==> src/mec_pkg.sv <==
package mec_pkg;

    localparam int IN_W       = 20;
    localparam int ITER_OUT_W = 7;
    localparam int RGBA_W     = 32;
    localparam int S_TDATA_W  = 40;
    localparam int M_TDATA_W  = 40;
    localparam int M_PAD_W    = M_TDATA_W - ITER_OUT_W - RGBA_W;

    localparam logic [7:0]        ALPHA        = 8'hFF;
    localparam logic [7:0]        CHAN_MAX     = 8'hFF;
    localparam logic [RGBA_W-1:0] OPAQUE_BLACK = 32'hFF00_0000;

    // ramp segments, picked by the top two bits of t
    localparam logic [1:0] SEG_BLUE   = 2'd0;
    localparam logic [1:0] SEG_CYAN   = 2'd1;
    localparam logic [1:0] SEG_YELLOW = 2'd2;
    localparam logic [1:0] SEG_RED    = 2'd3;

    typedef struct packed {
        logic valid;
        logic done;     // point has escaped, z is frozen
    } t_flags;

    // t is below 255, so 4*(t mod 64) never exceeds a channel
    function automatic logic [RGBA_W-1:0] ramp_colour(input logic [7:0] t);
        logic [7:0] step;
        logic [7:0] r;
        logic [7:0] g;
        logic [7:0] b;
        step = {t[5:0], 2'b00};
        r    = '0;
        g    = '0;
        b    = '0;
        unique case (t[7:6])
            SEG_BLUE: begin
                b = step;
            end
            SEG_CYAN: begin
                g = step;
                b = CHAN_MAX;
            end
            SEG_YELLOW: begin
                r = step;
                g = CHAN_MAX;
                b = CHAN_MAX - step;
            end
            SEG_RED: begin
                r = CHAN_MAX;
                g = CHAN_MAX - step;
            end
            default: begin
                r = '0;
            end
        endcase
        return {ALPHA, b, g, r};
    endfunction

endpackage

==> src/mec_iter_stage.sv <==
module mec_iter_stage #(
    parameter int STAGE      = 0,
    parameter int ITER_LIMIT = 64,
    parameter int FRAC_BITS  = 16,
    parameter int ZW         = 22,
    parameter int CW         = 7
) (
    input  logic                              i_clk,
    input  logic                              i_rst_n,
    input  logic                              i_en,
    input  mec_pkg::t_flags                   i_flags,
    input  logic [CW-1:0]                     i_cnt,
    input  logic [mec_pkg::RGBA_W-1:0]        i_rgba,
    input  logic signed [ZW-1:0]              i_zx,
    input  logic signed [ZW-1:0]              i_zy,
    input  logic signed [mec_pkg::IN_W-1:0]   i_cre,
    input  logic signed [mec_pkg::IN_W-1:0]   i_cim,
    output mec_pkg::t_flags                   o_flags,
    output logic [CW-1:0]                     o_cnt,
    output logic [mec_pkg::RGBA_W-1:0]        o_rgba,
    output logic signed [ZW-1:0]              o_zx,
    output logic signed [ZW-1:0]              o_zy,
    output logic signed [mec_pkg::IN_W-1:0]   o_cre,
    output logic signed [mec_pkg::IN_W-1:0]   o_cim
);
    import mec_pkg::*;

    localparam int PW = 2 * ZW - FRAC_BITS;
    localparam int T_STAGE = (STAGE * 255) / ITER_LIMIT;
    localparam logic [RGBA_W-1:0] COLOUR = ramp_colour(8'(T_STAGE));
    localparam logic signed [PW:0] ESC_BOUND = (PW + 1)'(longint'(4) << FRAC_BITS);

    // multiply half
    logic signed [2*ZW-1:0] p_xx;
    logic signed [2*ZW-1:0] p_yy;
    logic signed [2*ZW-1:0] p_xy;

    t_flags                   r_a_flags;
    logic [CW-1:0]            r_a_cnt;
    logic [RGBA_W-1:0]        r_a_rgba;
    logic signed [ZW-1:0]     r_a_zx;
    logic signed [ZW-1:0]     r_a_zy;
    logic signed [IN_W-1:0]   r_a_cre;
    logic signed [IN_W-1:0]   r_a_cim;
    logic signed [PW-1:0]     r_a_sx;
    logic signed [PW-1:0]     r_a_sy;
    logic signed [PW-1:0]     r_a_sxy;

    assign p_xx = i_zx * i_zx;
    assign p_yy = i_zy * i_zy;
    assign p_xy = i_zx * i_zy;

    always_ff @(posedge i_clk) begin
        if (!i_rst_n) begin
            r_a_flags <= '0;
        end else if (i_en) begin
            r_a_flags <= i_flags;
        end
    end

    always_ff @(posedge i_clk) begin
        if (i_en) begin
            r_a_cnt  <= i_cnt;
            r_a_rgba <= i_rgba;
            r_a_zx   <= i_zx;
            r_a_zy   <= i_zy;
            r_a_cre  <= i_cre;
            r_a_cim  <= i_cim;
            r_a_sx   <= PW'(p_xx >>> FRAC_BITS);
            r_a_sy   <= PW'(p_yy >>> FRAC_BITS);
            r_a_sxy  <= PW'(p_xy >>> FRAC_BITS);
        end
    end

    // escape test and update half
    logic signed [PW:0]   mag;
    logic                 esc;
    t_flags               n_flags;
    logic [CW-1:0]        n_cnt;
    logic [RGBA_W-1:0]    n_rgba;
    logic signed [ZW-1:0] n_zx;
    logic signed [ZW-1:0] n_zy;

    t_flags               r_b_flags;
    logic [CW-1:0]        r_b_cnt;
    logic [RGBA_W-1:0]    r_b_rgba;
    logic signed [ZW-1:0] r_b_zx;
    logic signed [ZW-1:0] r_b_zy;
    logic signed [IN_W-1:0] r_b_cre;
    logic signed [IN_W-1:0] r_b_cim;

    assign mag = (PW + 1)'(r_a_sx) + (PW + 1)'(r_a_sy);
    assign esc = mag > ESC_BOUND;

    always_comb begin
        n_flags.valid = r_a_flags.valid;
        n_flags.done  = r_a_flags.done;
        n_cnt         = r_a_cnt;
        n_rgba        = r_a_rgba;
        n_zx          = r_a_zx;
        n_zy          = r_a_zy;
        priority if (r_a_flags.done) begin
            n_flags.done = 1'b1;
        end else if (esc) begin
            n_flags.done = 1'b1;
            n_cnt        = CW'(STAGE);
            n_rgba       = COLOUR;
        end else begin
            // bounded by the test, so truncation to ZW is exact
            n_zx = ZW'(r_a_sx - r_a_sy + PW'(r_a_cre));
            n_zy = ZW'((r_a_sxy <<< 1) + PW'(r_a_cim));
        end
    end

    always_ff @(posedge i_clk) begin
        if (!i_rst_n) begin
            r_b_flags <= '0;
        end else if (i_en) begin
            r_b_flags <= n_flags;
        end
    end

    always_ff @(posedge i_clk) begin
        if (i_en) begin
            r_b_cnt  <= n_cnt;
            r_b_rgba <= n_rgba;
            r_b_zx   <= n_zx;
            r_b_zy   <= n_zy;
            r_b_cre  <= r_a_cre;
            r_b_cim  <= r_a_cim;
        end
    end

    assign o_flags = r_b_flags;
    assign o_cnt   = r_b_cnt;
    assign o_rgba  = r_b_rgba;
    assign o_zx    = r_b_zx;
    assign o_zy    = r_b_zy;
    assign o_cre   = r_b_cre;
    assign o_cim   = r_b_cim;

    a_done_sticks: assert property (@(posedge i_clk) disable iff (!i_rst_n)
        (i_en && r_a_flags.valid && r_a_flags.done) |=> r_b_flags.done)
        else $error("escaped point lost its done flag");

    a_escape_count: assert property (@(posedge i_clk) disable iff (!i_rst_n)
        (i_en && r_a_flags.valid && !r_a_flags.done && esc)
            |=> (r_b_flags.done && r_b_cnt == CW'(STAGE) && r_b_rgba == COLOUR))
        else $error("escape not recorded at this stage");

    a_stall_holds: assert property (@(posedge i_clk) disable iff (!i_rst_n)
        !i_en |=> ($stable(r_a_flags) && $stable(r_b_flags)))
        else $error("stage moved during stall");

endmodule
==> config.mk <==
export PLATFORM = sky130hd
export DESIGN_NAME = mec_iter_stage
export DESIGN_NICKNAME = d
export VERILOG_FILES = /design/src/mec_pkg.sv /design/src/mec_iter_stage.sv
export SDC_FILE = /design/constraint.sdc
export NUM_CORES = 2
export LEC_CHECK = 0
export BUFFER_PORTS_ARGS = -buffer_cell sky130_fd_sc_hd__buf_2
export CORE_ASPECT_RATIO = 2
export CORE_MARGIN = 1
export CORE_UTILIZATION = 35
export CTS_BUF_LIST = sky130_fd_sc_hd__clkbuf_16
export DETAILED_ROUTE_END_ITERATION = 16
export PLACE_DENSITY = 0.47
export SETUP_SLACK_MARGIN = 0.1
export SLEW_MARGIN = 40
export SYNTH_ARGS = -nofsm -noshare
export SYNTH_HDL_FRONTEND = slang
export SYNTH_SLANG_ARGS = --single-unit
==> constraint.sdc <==
create_clock -name i_clk -period 8.78 [get_ports i_clk]
set_input_delay 0 -clock i_clk [delete_from_list [all_inputs] [get_ports i_clk]]
set_output_delay 0 -clock i_clk [all_outputs]
set_load 0.1 [all_outputs]
==> results by group <==
Clock tree
  • Resized Gates After CTS: 0
  • CTS tree: yes
  • Clk Tree Root Cell: clkbuf_16
  • Clock Latency Late Sink: between 0.6 and 0.7 ns
  • CTS H-tree lvls: 2
  • Sink Count: 327
  • Total CTS buffers: 38
  • CTS Buffer Depth: 3
  • CTS clock-pin slew for the worst setup and hold paths: about 0.06 ns

Flow run
  • Maxcap violations: 0

Drt
  • Routed Wire Length: 178,000 um
  • DRT Pass-1 Iters: 7
  • Drc violations: 0
  • Drt wl/cell: about 21 um
  • DRT iter0 DRCs: 1,622
  • Vias: 41,000
  • Number of nets still failing antenna checks after routing: 0
  • DR vias/cell: roughly 4.8

Yosys
  • Main area contributors after synthesis: fa_1, edfxtp_1, inv_1
  • Count leader, synth: inv_1
  • Post-synth top area share: 44.9%
  • Syn Area/Cell: slightly above 10 um2
  • Area leader, netlist: fa_1
  • Yosys cell types: 66
  • Synth Net Count: 7,988
  • Post-synth top flop: edfxtp_1
  • Post-Synthesis Cells: about 6,000
  • Sequential area share after synthesis: 16.0%
  • Post-Syn Area: 61,000 um2
  • Synth top cells by count: inv_1, fa_1, nand2_1, ha_1, edfxtp_1
  • Yosys warnings: 0
  • EDFF count, synth: between 300 and 400
  • Synthesized flop and latch total: 327
  • FFs w/ async S/R, synth: 0%

Layout
  • Fillers: roughly 17,000
  • Final Non-Filler Cells: 8,613
  • Final #Nets: 8,259
  • Share of cells above drive strength 1: 7.40%
  • Syn-to-layout area delta: 10.7%

Critical path
  • Setup crit end kind: flop
  • Critical Path Start: i_zy[8]
  • Worst Path Arrival: 8.11 ns
  • Critical path launch point type: input port
  • Critical path type: input port to flop
  • RR Startpoint: r_a_sy[0]$_DFFE_PP_
  • WP data required: 9.15 ns
  • Crit Path Max Fanout: 17

Timing
  • RSZ-0062 raised after global routing: no
  • Max transition margin: 45.6%
  • Max Slew Vio Count: 0
  • Setup Viol. Count Final: 0
  • Final clock skew: 0.0563 ns
  • Setup_tns: 0 ns
  • Minimum clock period: 7.74 ns
  • Max Fclk: between 0.1 and 0.15 GHz
  • Endpoints failing hold: 0
  • Fin crit share: between 80% and 90%
  • Worst-Margin Slew: slightly above 0.8 ns

Worst hold path
  • Tightest Hold Check Type: input port to flop
  • Min-delay src: i_zy[14]

Outcome
  • Status: finished, final reports clean

Global routing
  • Largest net degree at the start of global routing: 143
  • Vias in the first global route: 46,400
  • First-pass GRT wire length: 271,000 um
  • Antenna violations before repair: 5
  • Total GRT Usage: 20.7%
  • Grt ovf: 0

Floorplan
  • Die area: between 150,000 and 200,000 um2
  • Die height: 593 um
  • Top Ports: between 200 and 300
  • Chip Width: 297 um
  • CORE AREA: between 150,000 and 200,000 um2
  • Placement Rows: 216
  • Starting density of the core: 35.2%

Place
  • Placer Congestion: 0.857
  • Dpl cells: 8,437
  • Dpl hpwl: 149,000 um
  • # port buffers: 252
==> kinds of logic after synthesis <==
kind of cell / share of synthesized area, %
and+or+nand+nor: 9.87
adders and majority gates: 54.5
other: 0.00614
muxes: 0.976
AOI/OAI and AO/OA: 4.16
xor gates and xnor gates: 2.50
DFF: 16.0
buffers and inverters: 12.0
==> critical path, stage by stage <==
cell           delay, ns
dlygate4sd3_1       0.56
buf_2               0.41
inv_1               0.30
nor2_1              0.32
fa_1                0.53
ha_1                0.33
a21oi_1             0.33
fa_1                0.51
fa_1                0.51
inv_1               0.05
fa_1                0.50
fa_1                0.50
inv_1               0.05
fa_1                0.47
inv_1               0.04
ha_1                0.18
or2_2               0.28
a311oi_1            0.60
o31ai_2             0.27
a31oi_1             0.43
o21ai_0             0.22
a21oi_1             0.32
o21ai_0             0.17
xor2_1              0.18
==> state kept, by name, summed over array words and instances, names as in the netlist, 21 cells and up <==
| signal | cells |
|---|---|
| r_a_sy | 28 |
| r_a_sxy | 21 |
| r_a_rgba | 32 |
| o_rgba | 32 |
| r_a_sx | 28 |
| r_a_zx | 22 |
| r_a_zy | 22 |
| o_zx | 22 |
| o_zy | 22 |
==> stage by stage <==
stage          hold slack, ns  worst slack [ns]  cell area [um2]  util [%]
4_1_cts               0.00868             0.936            67500      39.0
3_3_place_gp            0.177             0.841            65100      37.6
5_1_grt                0.0289             0.647            67600      39.0
2_1_floorplan          0.0989              1.67            61000         -
6_report               0.0435              1.04            67600      39.0
3_5_place_dp            0.178             0.887            65200      37.6
==> timing repair <==
item                                   4_1_cts  5_1_grt
setup endpoints to repair                    0        0
buffers inserted                             0        0
endpoints found under the hold margin      167        0
hold buffers                               105        0
==> metal layers <==
metal | track usage, % | share of wire (%)
met5 | 0 | 0
met2 | 42.2 | 59
met1 | 19.7 | 32
met3 | 1.51 | 2.4
met4 | 12.9 | 7.2
==> worst paths after layout <==
check	to	slack (ns)	depth (start not counted)
worst min register to register	o_cim[0]$_DFFE_PP_	0.45	0
worst max-delay path	r_a_sy[18]$_DFFE_PP_	1.04	24
worst max register to register	o_zy[5]$_DFFE_PP_	3.16	15
worst min-delay path	r_a_zy[14]$_DFFE_PP_	0.04	2
==> placed cells by master (no fill, tap or decap), drive strengths merged, types with 6 or more instances in the layout <==
| cell | instances |
|---|---|
| clkbuf | 38 |
| a31oi | 7 |
| a21oi | 103 |
| o31a | 7 |
| nor2 | 169 |
| or2 | 10 |
| o21a | 30 |
| mux2 | 44 |
| nand3b | 6 |
| a21boi | 36 |
| nor2b | 38 |
| nand2 | 678 |
| clkinv | 9 |
| o22ai | 8 |
| and3 | 14 |
| inv | 1729 |
| nand4 | 14 |
| a211oi | 11 |
| or3 | 17 |
| o21bai | 8 |
| nor3 | 35 |
| fa | 1368 |
| o211ai | 17 |
| bufinv | 6 |
| o21ai | 60 |
| buf | 346 |
| nor4 | 6 |
| xor2 | 35 |
| ha | 469 |
| nand3 | 25 |
| xnor2 | 139 |
| edfxtp | 323 |
| dlygate4sd3 | 105 |
| a21o | 44 |
| nand2b | 29 |
| a2111oi | 6 |
| mux2i | 10 |
| and2 | 260 |
==> final cells by class <==
cell class              instances  area (um2)  area share, %
multi-input cells            3757       44000           65.0
flip-flops and latches        327        9780           14.5
inverters                    1719        6450           9.55
repair buffers                451        3190           4.72
well taps                    2289        2860           4.24
clock buffers                  38         951           1.41
clock inverters                29         379          0.561
diodes                          3        7.51         0.0111
Power is left out: the tool's default activity adds up to more than one toggle a clock period on the data nets, which glitch-free logic cannot reach.
